===== src/uer_pkg.sv =====
// Shared types and constants for the three-channel echo ranger.
// Used by every module of the block; depends on nothing else.
`timescale 1ns / 1ps

package uer_pkg;

  localparam int SENSOR_COUNT_DEF = 3;
  localparam int TIMER_BITS_DEF   = 16;

  localparam int STAMP_BITS  = 16;
  localparam int SENSOR_BITS = 2;
  localparam int DIST_BITS   = 9;

  localparam logic [SENSOR_BITS-1:0] NO_SENSOR      = 2'd3;
  localparam logic [DIST_BITS-1:0]   MAX_DIST_RESET = 9'd300;

  localparam int CM_DIVISOR   = 58;
  localparam int SAT_WIDTH    = CM_DIVISOR * (2 ** DIST_BITS);
  localparam int DIV_IN_BITS  = $clog2(SAT_WIDTH);
  localparam int RECIP_SHIFT  = 22;
  localparam int RECIP        = (2 ** RECIP_SHIFT + CM_DIVISOR - 1) / CM_DIVISOR;
  localparam int RECIP_BITS   = $clog2(RECIP + 1);
  localparam int PROD_BITS    = DIV_IN_BITS + RECIP_BITS;

  localparam int Q_DEPTH    = 2;
  localparam int Q_PTR_BITS = 1;
  localparam int Q_CNT_BITS = 2;

  typedef enum logic [1:0] {
    OP_BEGIN,
    OP_CAPTURE,
    OP_IGNORE
  } op_t;

  typedef struct packed {
    op_t                   op;
    logic [SENSOR_BITS-1:0] sensor;
    logic [STAMP_BITS-1:0]  stamp;
  } cmd_t;

  typedef struct packed {
    logic [DIST_BITS-1:0]   front_distance;
    logic [DIST_BITS-1:0]   left_distance;
    logic [DIST_BITS-1:0]   right_distance;
    logic                   front_valid;
    logic                   left_valid;
    logic                   right_valid;
    logic [SENSOR_BITS-1:0] trigger_request;
    logic                   measurement_done;
  } res_t;

endpackage


===== src/uer_front.sv =====
// Front end: classifies each incoming word into a begin, capture or ignored command.
// Depends on uer_pkg.
`timescale 1ns / 1ps

module uer_front
  import uer_pkg::*;
#(
  parameter int SENSOR_COUNT = SENSOR_COUNT_DEF
) (
  input  logic                   action,
  input  logic [SENSOR_BITS-1:0] sensor,
  input  logic [STAMP_BITS-1:0]  timer_value,
  output cmd_t                   cmd
);

  logic known;

  always_comb begin
    known      = (int'(sensor) < SENSOR_COUNT) && (sensor != NO_SENSOR);
    cmd.sensor = sensor;
    cmd.stamp  = timer_value;
    if (!known) begin
      cmd.op = OP_IGNORE;
    end else if (action) begin
      cmd.op = OP_CAPTURE;
    end else begin
      cmd.op = OP_BEGIN;
    end
  end

endmodule


===== src/uer_cmd_queue.sv =====
// Two-entry command queue between the front end and the execute stage.
// Depends on uer_pkg.
`timescale 1ns / 1ps

module uer_cmd_queue
  import uer_pkg::*;
(
  input  logic clk,
  input  logic rst_n,
  input  logic push,
  output logic full,
  input  cmd_t wr_data,
  input  logic pop,
  output logic empty,
  output cmd_t rd_data
);

  cmd_t                  q_r [Q_DEPTH];
  logic [Q_PTR_BITS-1:0] wr_ptr_r, wr_ptr_nxt;
  logic [Q_PTR_BITS-1:0] rd_ptr_r, rd_ptr_nxt;
  logic [Q_CNT_BITS-1:0] count_r, count_nxt;
  logic                  do_push, do_pop;

  always_comb begin
    full       = (count_r == Q_CNT_BITS'(Q_DEPTH));
    empty      = (count_r == '0);
    do_push    = push && !full;
    do_pop     = pop && !empty;
    wr_ptr_nxt = do_push ? wr_ptr_r + 1'b1 : wr_ptr_r;
    rd_ptr_nxt = do_pop ? rd_ptr_r + 1'b1 : rd_ptr_r;
    count_nxt  = count_r;
    if (do_push && !do_pop) begin
      count_nxt = count_r + 1'b1;
    end else if (do_pop && !do_push) begin
      count_nxt = count_r - 1'b1;
    end
    rd_data = q_r[rd_ptr_r];
  end

  always_ff @(posedge clk) begin
    if (!rst_n) begin
      wr_ptr_r <= '0;
      rd_ptr_r <= '0;
      count_r  <= '0;
    end else begin
      wr_ptr_r <= wr_ptr_nxt;
      rd_ptr_r <= rd_ptr_nxt;
      count_r  <= count_nxt;
    end
  end

  always_ff @(posedge clk) begin
    if (do_push) begin
      q_r[wr_ptr_r] <= wr_data;
    end
  end

endmodule


===== src/uer_back.sv =====
// Execute stage: per-sensor ranging state, width-to-distance conversion, limit
// register and the two-entry result queue. Depends on uer_pkg.
`timescale 1ns / 1ps

module uer_back
  import uer_pkg::*;
#(
  parameter int SENSOR_COUNT = SENSOR_COUNT_DEF,
  parameter int TIMER_BITS   = TIMER_BITS_DEF
) (
  input  logic                 clk,
  input  logic                 rst_n,
  input  cmd_t                 cmd,
  input  logic                 cmd_empty,
  output logic                 cmd_pop,
  input  logic                 cfg_valid,
  output logic                 cfg_ready,
  input  logic [DIST_BITS-1:0] cfg_max_distance_cm,
  output res_t                 res,
  output logic                 res_empty,
  input  logic                 res_pop
);

  localparam int WW = (TIMER_BITS > STAMP_BITS) ? TIMER_BITS : STAMP_BITS;

  logic [TIMER_BITS-1:0]  rise_r     [SENSOR_COUNT];
  logic [TIMER_BITS-1:0]  rise_nxt   [SENSOR_COUNT];
  logic [DIST_BITS-1:0]   dist_r     [SENSOR_COUNT];
  logic [DIST_BITS-1:0]   dist_nxt   [SENSOR_COUNT];
  logic [SENSOR_COUNT-1:0] edge_r, edge_nxt;
  logic [SENSOR_COUNT-1:0] ready_r, ready_nxt;
  logic [SENSOR_BITS-1:0] active_r, active_nxt;
  logic [DIST_BITS-1:0]   max_r, max_nxt;

  logic [SENSOR_COUNT-1:0] hit;
  logic                    execute;
  logic [TIMER_BITS-1:0]   stamp;
  logic [TIMER_BITS-1:0]   rise_sel;
  logic                    edge_sel;
  logic [TIMER_BITS-1:0]   width;
  logic [WW-1:0]           width_w;
  logic [PROD_BITS-1:0]    prod;
  logic [DIST_BITS:0]      dist_raw;
  logic [DIST_BITS-1:0]    dist_cm;
  logic [SENSOR_BITS-1:0]  trig;
  logic                    done;

  logic [DIST_BITS-1:0]   dist_all  [3];
  logic [2:0]             ready_all;
  res_t                   res_new;

  res_t                  oq_r [Q_DEPTH];
  logic [Q_PTR_BITS-1:0] owr_r, owr_nxt;
  logic [Q_PTR_BITS-1:0] ord_r, ord_nxt;
  logic [Q_CNT_BITS-1:0] ocount_r, ocount_nxt;
  logic                  res_full, do_rpop;

  always_comb begin
    res_full = (ocount_r == Q_CNT_BITS'(Q_DEPTH));
    res_empty = (ocount_r == '0);
    execute  = !cmd_empty && !res_full;
    cmd_pop  = execute;
    do_rpop  = res_pop && !res_empty;
    cfg_ready = 1'b1;
    max_nxt  = cfg_valid ? cfg_max_distance_cm : max_r;

    stamp    = TIMER_BITS'(cmd.stamp);
    rise_sel = '0;
    edge_sel = 1'b0;
    for (int i = 0; i < SENSOR_COUNT; i++) begin
      hit[i] = (cmd.sensor == SENSOR_BITS'(i));
      if (hit[i]) begin
        rise_sel = rise_r[i];
        edge_sel = edge_r[i];
      end
    end

    width    = stamp - rise_sel;
    width_w  = WW'(width);
    prod     = PROD_BITS'(width_w[DIV_IN_BITS-1:0]) * PROD_BITS'(RECIP);
    if (width_w >= WW'(SAT_WIDTH)) begin
      dist_raw = {1'b1, {DIST_BITS{1'b0}}};
    end else begin
      dist_raw = {1'b0, prod[RECIP_SHIFT +: DIST_BITS]};
    end
    dist_cm = (dist_raw > {1'b0, max_r}) ? max_r : dist_raw[DIST_BITS-1:0];

    rise_nxt   = rise_r;
    dist_nxt   = dist_r;
    edge_nxt   = edge_r;
    ready_nxt  = ready_r;
    active_nxt = active_r;
    trig       = NO_SENSOR;
    done       = 1'b0;

    if (execute) begin
      case (cmd.op)
        OP_BEGIN: begin
          for (int i = 0; i < SENSOR_COUNT; i++) begin
            if (hit[i]) begin
              edge_nxt[i]  = 1'b0;
              ready_nxt[i] = 1'b0;
            end
          end
          active_nxt = cmd.sensor;
          trig       = cmd.sensor;
        end
        OP_CAPTURE: begin
          if (active_r == cmd.sensor) begin
            if (!edge_sel) begin
              for (int i = 0; i < SENSOR_COUNT; i++) begin
                if (hit[i]) begin
                  rise_nxt[i] = stamp;
                  edge_nxt[i] = 1'b1;
                end
              end
            end else begin
              for (int i = 0; i < SENSOR_COUNT; i++) begin
                if (hit[i]) begin
                  dist_nxt[i]  = dist_cm;
                  ready_nxt[i] = (dist_cm != '0);
                  edge_nxt[i]  = 1'b0;
                end
              end
              active_nxt = NO_SENSOR;
              done       = 1'b1;
            end
          end
        end
        default: begin
        end
      endcase
    end
  end

  for (genvar g = 0; g < 3; g++) begin : g_map
    if (g < SENSOR_COUNT) begin : g_present
      assign dist_all[g]  = dist_nxt[g];
      assign ready_all[g] = ready_nxt[g];
    end else begin : g_absent
      assign dist_all[g]  = '0;
      assign ready_all[g] = 1'b0;
    end
  end

  always_comb begin
    res_new.front_distance   = dist_all[0];
    res_new.left_distance    = dist_all[1];
    res_new.right_distance   = dist_all[2];
    res_new.front_valid      = ready_all[0];
    res_new.left_valid       = ready_all[1];
    res_new.right_valid      = ready_all[2];
    res_new.trigger_request  = trig;
    res_new.measurement_done = done;

    owr_nxt    = execute ? owr_r + 1'b1 : owr_r;
    ord_nxt    = do_rpop ? ord_r + 1'b1 : ord_r;
    ocount_nxt = ocount_r;
    if (execute && !do_rpop) begin
      ocount_nxt = ocount_r + 1'b1;
    end else if (do_rpop && !execute) begin
      ocount_nxt = ocount_r - 1'b1;
    end
    res = oq_r[ord_r];
  end

  always_ff @(posedge clk) begin
    if (!rst_n) begin
      for (int i = 0; i < SENSOR_COUNT; i++) begin
        rise_r[i] <= '0;
        dist_r[i] <= '0;
      end
      edge_r   <= '0;
      ready_r  <= '0;
      active_r <= NO_SENSOR;
      max_r    <= MAX_DIST_RESET;
      owr_r    <= '0;
      ord_r    <= '0;
      ocount_r <= '0;
    end else begin
      rise_r   <= rise_nxt;
      dist_r   <= dist_nxt;
      edge_r   <= edge_nxt;
      ready_r  <= ready_nxt;
      active_r <= active_nxt;
      max_r    <= max_nxt;
      owr_r    <= owr_nxt;
      ord_r    <= ord_nxt;
      ocount_r <= ocount_nxt;
    end
  end

  always_ff @(posedge clk) begin
    if (execute) begin
      oq_r[owr_r] <= res_new;
    end
  end

`ifndef SYNTHESIS
  a_active_known: assert property (@(posedge clk) disable iff (!rst_n)
    (active_r == NO_SENSOR) || (int'(active_r) < SENSOR_COUNT))
    else $error("active sensor holds an unknown number");

  a_done_clears_active: assert property (@(posedge clk) disable iff (!rst_n)
    (execute && done) |=> (active_r == NO_SENSOR))
    else $error("completed measurement left a sensor active");

  a_begin_arms: assert property (@(posedge clk) disable iff (!rst_n)
    (execute && cmd.op == OP_BEGIN) |=> (active_r == $past(cmd.sensor)))
    else $error("begin word did not arm its sensor");

  a_oq_bound: assert property (@(posedge clk) disable iff (!rst_n)
    ocount_r <= Q_CNT_BITS'(Q_DEPTH))
    else $error("result queue count overflow");

  for (genvar g = 0; g < SENSOR_COUNT; g++) begin : g_chk
    a_ready_nonzero: assert property (@(posedge clk) disable iff (!rst_n)
      ready_r[g] |-> (dist_r[g] != '0))
      else $error("valid reading with zero distance");
  end
`endif

endmodule


===== src/ultrasonic_echo_ranger_3ch.sv =====
// A word accepted into the command queue is executed into the result queue, from which it can be popped.
// Throughput: one word per cycle while the result queue is not full, set by the execute stage
// (width subtract, reciprocal multiply by 1/58 and limit clamp).
// Reset: synchronous, active low; clears both queues, all sensor state, no sensor
// active, and the distance limit returns to 300. No clearing pass is needed.
`timescale 1ns / 1ps

module ultrasonic_echo_ranger_3ch
  import uer_pkg::*;
#(
  parameter int SENSOR_COUNT = SENSOR_COUNT_DEF,
  parameter int TIMER_BITS   = TIMER_BITS_DEF
) (
  input  logic                   clk,
  input  logic                   rst_n,
  input  logic                   in_push,
  output logic                   in_full,
  input  logic                   in_action,
  input  logic [SENSOR_BITS-1:0] in_sensor,
  input  logic [STAMP_BITS-1:0]  in_timer_value,
  output logic                   out_empty,
  input  logic                   out_pop,
  output logic [DIST_BITS-1:0]   out_front_distance,
  output logic [DIST_BITS-1:0]   out_left_distance,
  output logic [DIST_BITS-1:0]   out_right_distance,
  output logic                   out_front_valid,
  output logic                   out_left_valid,
  output logic                   out_right_valid,
  output logic [SENSOR_BITS-1:0] out_trigger_request,
  output logic                   out_measurement_done,
  input  logic                   cfg_valid,
  output logic                   cfg_ready,
  input  logic [DIST_BITS-1:0]   cfg_max_distance_cm
);

  cmd_t front_cmd;
  cmd_t head_cmd;
  logic cmd_empty;
  logic cmd_pop;
  res_t res;

  uer_front #(
    .SENSOR_COUNT(SENSOR_COUNT)
  ) u_front (
    .action      (in_action),
    .sensor      (in_sensor),
    .timer_value (in_timer_value),
    .cmd         (front_cmd)
  );

  uer_cmd_queue u_cmd_queue (
    .clk     (clk),
    .rst_n   (rst_n),
    .push    (in_push),
    .full    (in_full),
    .wr_data (front_cmd),
    .pop     (cmd_pop),
    .empty   (cmd_empty),
    .rd_data (head_cmd)
  );

  uer_back #(
    .SENSOR_COUNT(SENSOR_COUNT),
    .TIMER_BITS  (TIMER_BITS)
  ) u_back (
    .clk                 (clk),
    .rst_n               (rst_n),
    .cmd                 (head_cmd),
    .cmd_empty           (cmd_empty),
    .cmd_pop             (cmd_pop),
    .cfg_valid           (cfg_valid),
    .cfg_ready           (cfg_ready),
    .cfg_max_distance_cm (cfg_max_distance_cm),
    .res                 (res),
    .res_empty           (out_empty),
    .res_pop             (out_pop)
  );

  assign out_front_distance   = res.front_distance;
  assign out_left_distance    = res.left_distance;
  assign out_right_distance   = res.right_distance;
  assign out_front_valid      = res.front_valid;
  assign out_left_valid       = res.left_valid;
  assign out_right_valid      = res.right_valid;
  assign out_trigger_request  = res.trigger_request;
  assign out_measurement_done = res.measurement_done;

endmodule

===== config.mk =====
export PLATFORM = sky130hd
export DESIGN_NAME = ultrasonic_echo_ranger_3ch
export DESIGN_NICKNAME = d
export VERILOG_FILES = /design/src/uer_pkg.sv /design/src/uer_front.sv /design/src/uer_cmd_queue.sv /design/src/uer_back.sv /design/src/ultrasonic_echo_ranger_3ch.sv
export SDC_FILE = /design/constraint.sdc
export NUM_CORES = 1
export LEC_CHECK = 0
export ABC_AREA = 1
export BUFFER_PORTS_ARGS = -buffer_cell sky130_fd_sc_hd__buf_2
export CORE_MARGIN = 5
export CORE_UTILIZATION = 55
export CTS_CLUSTER_DIAMETER = 60
export DETAILED_ROUTE_END_ITERATION = 16
export HOLD_SLACK_MARGIN = 0.03
export PLACE_DENSITY = 0.73
export SYNTH_ARGS = -nofsm -noshare
export SYNTH_HDL_FRONTEND = slang
export SYNTH_SLANG_ARGS = --single-unit

===== constraint.sdc =====
create_clock -name clk -period 14.8 [get_ports clk]
set_clock_uncertainty 0.05 [all_clocks]
set_input_delay 1.48 -clock clk [delete_from_list [all_inputs] [get_ports clk]]
set_output_delay 1.48 -clock clk [all_outputs]
set_load 0.01 [all_outputs]

Yosys cells after proc, flatten, opt, wreduce, memory -nomap -nowiden
Memory sizes are Yosys's and may differ from the RTL's. A register that Yosys moved wholly into a read port is not among the register bits. Cells that the tools add are included.

Bits in registers: 100. RAM bits: 106. Bits of input ports: 33. Output and inout bits: 36. Word-level logic and storage cells: 135. Memories: 2.

Memories: u_back.oq_r (words 2, width 33, rd ports 1, clocked after Yosys merged registers in 1, write ports 1, line uer_back.sv:52) `res_t oq_r [Q_DEPTH];`; u_cmd_queue.q_r (words 2, width 20, rd ports 1, clocked after Yosys merged registers in 1, write ports 1, line uer_cmd_queue.sv:18) `cmd_t q_r [Q_DEPTH];`.

Add/sub/neg operators: 9. $mul: 1. Order comparisons: 3. Eq/ne operators: 12. Muxes and demuxes: 57. Bitwise gates (word level): 1. Reductions and logical operators: 32.

Operators by type and width (count): 27-bit two-way mux (4); 16-bit two-way mux (3); 9-bit two-way mux (4); 15-bit by 15-bit multiplier with 29-bit output, second input constant (1); 1-bit two-way mux (28); 2-bit two-way mux (9); 16-bit by 15-bit >= comparator with 1-bit output, second input constant (1); 4-bit AND reduction (4); 16-bit subtractor (1); 3-bit two-way mux (5); 5-bit AND reduction (3); 3-bit case mux with 2 select lines (2); 10-bit by 9-bit > comparator with 1-bit output (1); 10-bit two-way mux (1); 1-bit logical AND (9); 3-bit by 1-bit inequality test with 1-bit output, second input constant (3); 9-bit nonzero test (1); 1-bit logical NOT (8); 2-bit logical NOT (4); 2-bit equality test, second input constant (3); 2-bit nonzero test (3); 1-bit adder, second input constant (4); 2-bit by 1-bit adder with 2-bit output, second input constant (2); 2-bit by 1-bit equality test with 1-bit output, second input constant (2); 7 further kinds (9).

Logic depth before layout (Yosys ltp)
Gate-level depths: netlist (run 1).

Depth in word-level cells: 15. Mapped depth: 64. Depth with buffers taken out: 61.

Hierarchy
Synthesis (run 1) repeated with hierarchy kept, for this count alone.

Cell total of the unflattened synthesis: 1642. Area, all modules: 14420.1 µm².

Modules (own cells, without submodules): uer_back (times used 1, cells each 1520, area each 12575.8 µm²); uer_cmd_queue (times used 1, cells each 100, area each 1689.1 µm²); uer_front (times used 1, cells each 22, area each 155.1 µm²).

Worst setup path after synthesis (run 1)
No wires, ideal clock.

Path type: register -> register. Start point: register with a tool-made name. End point: memory u_back.oq_r[0][3] in the netlist's numbering, data pin. Arrival: 8.563 ns. Data required time: 14.487 ns. Setup slack: 5.924 ns. Cell stages (with the launch flop): 56. Buffers on the path: 3. Period minus slack after synthesis: 8.876 ns. Path through: dfxtp_1 > inv_2 > buf_6 > nand2_2 > nand2_2 > buf_6 > nor2_4 > inv_2 > clkbuf_1 > o22ai_1 > a21oi_1 > ha_1 > a21oi_1 > nand2_1 > nand2_1 > nand2_1 > a31oi_1 > o21bai_1 > (+20 left out) > and2_1 > ha_1 > nand2_1 > nand2_1 > nand2_1 > nand3_1 > nand2_1 > nand2_1 > nand2_1 > nand2_1 > nand2_2 > nand3_4 > o21ai_2 > nand2_1 > nor2_2 > nand3_1 > o21ai_1 > nand2_1.

RTL lines (line): end, declared (uer_back.sv:52).

==> impl_metrics.py, run 1 <==
metrics = {
    "run_status": {
        "status": "finished clean",
    },
    "sta": {
        "worst_slew_pin_slew_ns": 1.10,
        "period_needed_ns": 10.89,
        "setup_slack_ns": 3.91,
        "slew_headroom": 0.264,
        "period_share": 0.736,
        "finalHoldWorstSlack_ns": 0.398,
        "rsz0062_at_grt": "false",
        "final_hold_viol_count": 0,
        "setup_viol": 0,
        "fmax_ghz": 0.0918,
        "setup_tns_ns": 0,
        "drv_slew": 0,
    },
    "yosys": {
        "syn_area_um2": 14500,
        "yosys.area.top_type": "edfxtp_1",
        "synth.most_common_cell": "inv_1",
        "synthCells": 1675,
        "synth.area.top_cells": "edfxtp_1 (22%), dfxtp_1 (14%), ha_1 (12%), fa_1 (11%), inv_1 (9.5%)",
        "ys.flop_type": "edfxtp_1",
        "synth_top_area_frac": 0.220,
        "muxShareOfSynthArea": 0.0264,
        "async_flop_share": 0,
        "synthDistinctLibCells": 49,
        "ys_warn_count": 0,
        "synth_top_family_by_area": "adder cells",
        "synth-xor-area-share": 0.0127,
        "synth_fp_nets": 1929,
        "synth_compound_area_frac": 0.0960,
        "ys_seq_area_frac": 0.361,
        "synth-seq-cells": 208,
        "synth_edf_count": 106,
        "syn_area_per_cell_um2": 8.64,
        "netlist_top_cells_count": "inv_1 (365), nand2_1 (309), ha_1 (144)",
        "synth_fa_ha_area_frac": 0.231,
        "synth_simple_gate_area_frac": 0.162,
    },
    "setup_path": {
        "crit_top_cell": "nand2_1",
        "crit_type": "flip-flop to flip-flop",
        "arrival_ns": 11.09,
        "cp_max_fo": 23,
        "start_kind": "flip-flop",
        "crit_slowest_cell": "dfxtp_1",
        "crit_required_ns": 15.00,
        "slowest_delay_ns": 0.84,
        "crit_path_end_kind": "flip-flop",
    },
    "cts": {
        "cts_tree": "done",
        "htree_levels": 1,
        "cts_resized": 0,
        "path_clk_slew_ns": 0.06,
        "cts_root_buffer": "clkbuf_16",
        "cts_hold_buf": 0,
        "clock_path_buffers": 3,
        "cts_made_buffers": 21,
        "cts_sinks": 208,
        "postCtsSetupRepairBufs": 0,
        "clk_latency_ns": 0.50,
    },
    "die": {
        "io_pins": 69,
        "num_rows": 59,
        "die_w_um": 172,
        "initial_core_util": 0.557,
        "fp.coreArea_um2": 26000,
        "dieArea_um2": 29700,
        "die_h_um": 172,
    },
    "global_routing": {
        "overflow": 0,
        "grt_util_all_layers": 0.208,
        "grt_max_degree": 67,
        "grt_pass1_wl_mm": 50.3,
        "antenna_found_initial": 0,
        "grt_pass1_vias": 10400,
    },
    "placement": {
        "gp_congestion": 0.965,
        "portBuffers": 67,
        "dp_hpwl_mm": 24.5,
        "place_ws_ns": 3.92,
    },
    "finish": {
        "n_antenna_cell": 0,
        "fin_nets": 1990,
        "nFillCells": 2287,
        "area_delta_synth_final_pct": 8.50,
        "layout-drive-gt1-share": 0.116,
    },
    "drt": {
        "wirelength_mm": 30.7,
        "avgRoutedWirePerCell_um": 14.7,
        "vias": 10700,
        "dr.pass1.iters": 5,
        "viasPerCell": 5.11,
        "first_iter_violations": 568,
        "route.detailed.drc": 0,
        "antenna_left": 0,
    },
    "hold_path": {
        "hp-start": "u_back.rise_r[5]$_SDFFE_PN0P_",
        "hold_class": "flip-flop to flip-flop",
    },
    "run": {
        "cap_violations": 0,
    },
}
-- placed cells by master, fill, tap and decap left out, types with 21 or more instances in the layout --
master       n
fa_1        77
nand3_1     35
dfxtp_1    102
nor2_1      85
o21ai_0     83
clkbuf_16   21
a21oi_1    111
mux2_2      33
nand2_1    309
inv_1      365
ha_1       144
buf_2       67
edfxtp_1   106
-- critical path, delay by kind of cell (launching register included) --
family	cells	cell delay [ns]
adders and majority gates	10	4.12
and+or+nand+nor	29	2.94
xor gates and xnor gates	1	0.51
DFF	1	0.84
AOI/OAI and AO/OA	4	0.94
buffers and inverters	9	1.24
-- sequential cells by signal, summed over array words and instances (netlist names), 3 cells and up, named ones only --
| register | cells |
|---|---|
| u_back.ready_r | 3 |
| u_cmd_queue.q_r | 40 |
| u_back.max_r | 9 |
| u_back.dist_r | 27 |
| u_back.oq_r | 66 |
| u_back.rise_r | 48 |
| u_back.edge_r | 3 |
-- kinds of logic (layout without fill, tap and decap cells) --
logic type / count (synthesis) / count (layout)
adders and majority gates: 221 / 221
other: 1 / 1
AOI/OAI and AO/OA: 253 / 253
muxes: 34 / 34
buffers and inverters: 413 / 489
and+or+nand+nor: 524 / 524
DFF: 208 / 208
xor gates and xnor gates: 21 / 21
-- worst paths after layout --
kind / slack (ns) / cells past startpoint / to
worst min register to register: 0.40 / 2 / u_back.rise_r[5]$_SDFFE_PN0P_
worst max register to register: 3.91 / 53 / u_back.oq_r[1][4]$_DFFE_PP_
worst max-delay path: 3.91 / 53 / u_back.oq_r[1][4]$_DFFE_PP_
worst min-delay path: 0.40 / 2 / u_back.rise_r[5]$_SDFFE_PN0P_
-- layout make-up --
type	instances	area, um2	area share
Sequential cell	208	5230	0.333
Inverter	377	1420	0.0901
Multi-Input combinational cell	1054	7650	0.487
Clock buffer	31	563	0.0358
Clock inverter	7	50.0	0.00319
Tap cell	335	419	0.0267
Timing Repair Buffer	74	388	0.0247
-- per-layer routing --
layer,routed length (um),part of all wire,global-route usage,up-vias
met3,1380,0.045,0.0258,30
met1,14100,0.46,0.292,4955
met5,0,0,0,-
met2,14700,0.48,0.351,229
met4,465,0.015,0.0396,0
li1,-,-,-,5438
-- metrics by stage --
step                      utilization  area [um2]  instances
after global routing            0.604       15700       2086
after global placement          0.581       15100       2048
after floorplan                     -       14500       1675
final                           0.604       15700       2086
after detailed placement        0.581       15100       2048
after CTS                       0.604       15700       2086
Power of run 1 is left out: the tool's default activity adds up to more than one toggle a clock period on the data nets, which glitch-free logic cannot reach.
==> inputs of run 2 (changes only) <==
==> constraint.sdc (replaced) <==
create_clock -name clk -period 11.1 [get_ports clk]
set_clock_uncertainty 0.05 [all_clocks]
set_input_delay 1.11 -clock clk [delete_from_list [all_inputs] [get_ports clk]]
set_output_delay 1.11 -clock clk [all_outputs]
set_load 0.01 [all_outputs]
==> impl_metrics.py, run 2 (synthesis gave the netlist of run 1 again) <==
metrics = {
    "hold_path": {
        "hp-start": "u_back.rise_r[3]$_SDFFE_PN0P_",
        "min_to": "u_back.rise_r[3]$_SDFFE_PN0P_",
        "hold_class": "flip-flop to flip-flop",
        "hold_depth": 2,
    },
    "cts": {
        "path_clk_slew_ns": 0.06,
        "cts_root_buffer": "clkbuf_16",
        "htree_levels": 1,
        "cts_sinks": 208,
        "clk_latency_ns": 0.49,
        "cts_tree": "done",
        "postCtsSetupRepairBufs": 0,
        "clock_path_buffers": 3,
        "cts_hold_buf": 0,
        "cts_made_buffers": 22,
    },
    "drt": {
        "route.detailed.drc": 0,
        "avgRoutedWirePerCell_um": 15.0,
        "first_iter_violations": 660,
        "viasPerCell": 5.11,
        "antenna_left": 0,
        "vias": 10700,
        "dr.pass1.iters": 5,
        "wirelength_mm": 31.4,
    },
    "setup_path": {
        "crit_slowest_cell": "fa_1",
        "start_kind": "flip-flop",
        "cp_max_fo": 21,
        "slowest_delay_ns": 0.61,
        "crit_top_cell": "nand2_1",
        "r2r_end": "u_back.oq_r[0][3]$_DFFE_PP_",
        "crit_type": "flip-flop to flip-flop",
        "rr_worst_depth": 53,
        "crit_required_ns": 11.27,
        "crit_path_end_kind": "flip-flop",
        "arrival_ns": 10.43,
        "regToRegSetupSlack_ns": 0.85,
    },
    "sta": {
        "setup_viol": 0,
        "worst_slew_pin_slew_ns": 1.10,
        "period_needed_ns": 10.25,
        "drv_slew": 0,
        "final_hold_viol_count": 0,
        "setup_slack_ns": 0.848,
        "period_share": 0.924,
        "fmax_ghz": 0.0975,
        "setup_tns_ns": 0,
        "slew_headroom": 0.266,
        "rsz0062_at_grt": "false",
    },
    "global_routing": {
        "grt_max_degree": 67,
        "overflow": 0,
        "grt_util_all_layers": 0.215,
        "antenna_found_initial": 0,
        "grt_pass1_vias": 10400,
        "grt_pass1_wl_mm": 52.2,
    },
    "die": {
        "io_pins": 69,
        "die_w_um": 172,
        "dieArea_um2": 29700,
        "fp.coreArea_um2": 26000,
        "num_rows": 59,
        "initial_core_util": 0.557,
        "die_h_um": 172,
    },
    "finish": {
        "regMostFlops": "u_back.oq_r",
        "area_delta_synth_final_pct": 9.70,
        "n_antenna_cell": 0,
        "final_common_cell": "inv_1",
        "fin_nets": 1992,
        "stdcell_count": 2088,
        "layout-drive-gt1-share": 0.123,
        "final_cell_mix": "inv_1 (365), nand2_1 (309), ha_1 (144)",
        "largest_reg_flops": 66,
        "largestRegisters": "u_back.oq_r (66), u_back.rise_r (48), u_cmd_queue.q_r (40)",
        "final_core_util": 0.611,
    },
    "run": {
        "cap_violations": 0,
    },
    "placement": {
        "gp_congestion": 0.929,
        "dp.cells": 2049,
        "place_ws_ns": 0.672,
        "dp_hpwl_mm": 24.9,
        "portBuffers": 67,
    },
    "run_status": {
        "status": "finished clean",
    },
}
==> run 2: cell count changes in the layout (fill, tap and decap cells not counted), sizes merged <==
cell	change
buf	+1
clkinvlp	-1
clkbuf	+1
bufinv	+2
inv	-1
==> run 2: how the worst max path moves through the flow <==
stage | start | end | slack, ns | cells past startpoint
final | flip-flop | u_back.oq_r[0][3]$_DFFE_PP_ | 0.85 | 53
after global routing | flip-flop | u_back.oq_r[0][5]$_DFFE_PP_ | 0.002 | 55
after CTS | flip-flop | u_back.oq_r[1][3]$_DFFE_PP_ | 0.57 | 54
after detailed placement | flip-flop | u_back.oq_r[1][4]$_DFFE_PP_ | 0.67 | 56
after global placement | flip-flop | u_back.oq_r[0][4]$_DFFE_PP_ | 0.76 | 55
after floorplan | flip-flop | u_back.oq_r[0][3]$_DFFE_PP_ | 2.22 | 55
==> run 2: metal layers <==
metal	GRT usage	share of wire	up-vias
met4	0.0461	0.019	0
met3	0.0222	0.038	38
li1	-	-	5462
met5	0	0	-
met1	0.312	0.47	4956
met2	0.352	0.47	219
==> run 2: critical path, delay by kind of cell, from the launching register on <==
kind            cells  cell delay [ns]
compound gates      3             0.69
xor+xnor            1             0.35
fa+ha+maj          10             4.11
buf+inv             9             1.04
flops               1             0.46
simple gates       30             3.26
==> run 2: stage by stage <==
| step | hold slack (ns) | cell area [um2] |
|---|---|---|
| after global placement | 0.383 | 15100 |
| final | 0.395 | 15900 |
| after global routing | 0.414 | 15900 |
| after floorplan | 0.374 | 14500 |
| after detailed placement | 0.389 | 15100 |
| after CTS | 0.398 | 15800 |
==> run 2: cell type report <==
cell class / count / area, um2
flip-flops and latches: 208 / 5230
clock buffers: 32 / 629
inverters: 377 / 1420
fillers: 2242 / 10100
repair buffers: 75 / 399
clock inverters: 7 / 108
well taps: 335 / 419
multi-input cells: 1054 / 7680
==> run 2: what timing repair did <==
item / CTS / global route
setup endpoints to repair: 0 / 42
resized for setup: 0 / 8
hold endpoints to repair: 0 / 0
Power of run 2 is left out for the same reason.
==> inputs of run 3 (changes only) <==
--- a/config.mk
+++ b/config.mk
@@ -7,12 +7,14 @@
 export LEC_CHECK = 0
 export ABC_AREA = 1
 export BUFFER_PORTS_ARGS = -buffer_cell sky130_fd_sc_hd__buf_2
-export CORE_MARGIN = 5
-export CORE_UTILIZATION = 55
+export CELL_PAD_IN_SITES_DETAIL_PLACEMENT = 1
+export CELL_PAD_IN_SITES_GLOBAL_PLACEMENT = 1
+export CORE_MARGIN = 2
+export CORE_UTILIZATION = 52
 export CTS_CLUSTER_DIAMETER = 60
 export DETAILED_ROUTE_END_ITERATION = 16
 export HOLD_SLACK_MARGIN = 0.03
-export PLACE_DENSITY = 0.73
+export PLACE_DENSITY_LB_ADDON = 0.1
 export SYNTH_ARGS = -nofsm -noshare
 export SYNTH_HDL_FRONTEND = slang
 export SYNTH_SLANG_ARGS = --single-unit
==> constraint.sdc (replaced) <==
create_clock -name clk -period 13.2 [get_ports clk]
set_clock_uncertainty 0.05 [all_clocks]
set_input_delay 1.32 -clock clk [delete_from_list [all_inputs] [get_ports clk]]
set_output_delay 1.32 -clock clk [all_outputs]
set_load 0.01 [all_outputs]
==> impl_metrics.py, run 3 (synthesis gave the netlist of run 1 again) <==
metrics = {
    "run_status": {
        "status": "finished clean",
    },
    "setup_path": {
        "crit_path_end_kind": "flip-flop",
        "cp_max_fo": 22,
        "r2r_end": "u_back.oq_r[1][4]$_DFFE_PP_",
        "rr_worst_depth": 52,
        "regToRegSetupSlack_ns": 2.70,
        "crit_top_cell": "nand2_1",
        "crit_type": "flip-flop to flip-flop",
        "slowest_delay_ns": 0.59,
        "start_kind": "flip-flop",
        "arrival_ns": 10.71,
        "crit_required_ns": 13.41,
        "crit_slowest_cell": "fa_1",
    },
    "cts": {
        "cts_hold_buf": 0,
        "clk_latency_ns": 0.51,
        "postCtsSetupRepairBufs": 0,
        "clock_path_buffers": 3,
        "cts_made_buffers": 22,
        "path_clk_slew_ns": 0.06,
        "cts_root_buffer": "clkbuf_16",
        "cts_resized": 0,
        "cts_sinks": 208,
        "htree_levels": 1,
        "cts_tree": "done",
    },
    "global_routing": {
        "grt_util_all_layers": 0.269,
        "overflow": 0,
        "antenna_found_initial": 0,
        "grt_pass1_wl_mm": 61.5,
        "grt_max_degree": 67,
        "grt_pass1_vias": 11900,
    },
    "sta": {
        "setup_viol": 0,
        "rsz0062_at_grt": "false",
        "fmax_ghz": 0.0952,
        "period_share": 0.796,
        "final_hold_viol_count": 0,
        "worst_slew_pin_slew_ns": 1.19,
        "finalHoldWorstSlack_ns": 0.398,
        "setup_tns_ns": 0,
        "drv_slew": 0,
        "period_needed_ns": 10.50,
        "slew_headroom": 0.205,
    },
    "die": {
        "initial_core_util": 0.524,
        "dieArea_um2": 29200,
        "die_w_um": 171,
        "io_pins": 69,
        "fp.coreArea_um2": 27600,
        "num_rows": 61,
        "die_h_um": 171,
    },
    "hold_path": {
        "min_to": "u_back.rise_r[40]$_SDFFE_PN0P_",
        "hold_depth": 2,
        "hold_class": "flip-flop to flip-flop",
        "hp-start": "u_back.rise_r[40]$_SDFFE_PN0P_",
    },
    "finish": {
        "final_cell_mix": "inv_1 (365), nand2_1 (309), ha_1 (144)",
        "largest_reg_flops": 66,
        "fin_nets": 1992,
        "layout-drive-gt1-share": 0.120,
        "stdcell_count": 2132,
        "regMostFlops": "u_back.oq_r",
        "largestRegisters": "u_back.oq_r (66), u_back.rise_r (48), u_cmd_queue.q_r (40)",
        "area_delta_synth_final_pct": 9.37,
        "n_antenna_cell": 0,
        "final_common_cell": "inv_1",
    },
    "placement": {
        "gp_congestion": 0.919,
        "portBuffers": 67,
        "dp_hpwl_mm": 30.4,
        "dp.cells": 2092,
    },
    "run": {
        "cap_violations": 0,
    },
    "drt": {
        "dr.pass1.iters": 5,
        "vias": 11100,
        "wirelength_mm": 38.4,
        "avgRoutedWirePerCell_um": 18.0,
        "route.detailed.drc": 0,
        "first_iter_violations": 544,
        "antenna_left": 0,
        "viasPerCell": 5.23,
    },
}
run 3: cell count changes in the layout (fill, tap and decap cells not counted), sizes merged:
cell      change
clkinvlp      +2
bufinv        -1
clkinv        +5
clkbuf        -6
inv           +1
run 3: layout make-up:
cell class | instances | area, um2
Multi-Input combinational cell | 1054 | 7650
Clock inverter | 14 | 113
Timing Repair Buffer | 75 | 395
Sequential cell | 208 | 5230
Clock buffer | 26 | 566
Inverter | 377 | 1420
Tap cell | 378 | 473
Fill cell | 3319 | 11800
run 3: worst max-delay path by stage:
stage | depth (start not counted) | startpoint | end | slack, ns
floorplan | 55 | flip-flop | u_back.oq_r[0][3]$_DFFE_PP_ | 4.32
global placement | 52 | flip-flop | u_back.oq_r[0][4]$_DFFE_PP_ | 3.09
detailed placement | 52 | flip-flop | u_back.oq_r[0][4]$_DFFE_PP_ | 2.83
CTS | 52 | flip-flop | u_back.oq_r[1][4]$_DFFE_PP_ | 2.66
global route | 53 | flip-flop | u_back.oq_r[1][4]$_DFFE_PP_ | 1.91
finish | 52 | flip-flop | u_back.oq_r[1][4]$_DFFE_PP_ | 2.70
run 3: critical path: cells and delay by family (launching register included):
family | cells | cell delay (ns)
compound gates | 3 | 0.72
flops | 1 | 0.32
simple gates | 28 | 3.19
buf+inv | 9 | 1.12
fa+ha+maj | 10 | 4.21
xor+xnor | 2 | 0.70
run 3: routing by layer:
| metal | vias up | wire length, um | global-route usage |
|---|---|---|---|
| met2 | 168 | 19200 | 0.478 |
| met4 | 0 | 660 | 0.0542 |
| met1 | 5488 | 17300 | 0.354 |
| met5 | - | 0 | 0 |
| met3 | 41 | 1190 | 0.0305 |
| li1 | 5443 | - | - |
run 3: through the flow:
stage | setup WS [ns] | utilization | instance area (um2)
2_1_floorplan | 4.32 | - | 14500
3_3_place_gp | 3.09 | 0.549 | 15200
3_5_place_dp | 2.83 | 0.549 | 15200
4_1_cts | 2.66 | 0.573 | 15800
5_1_grt | 1.91 | 0.573 | 15800
6_report | 2.70 | 0.573 | 15800
Power of run 3 is left out for the same reason.
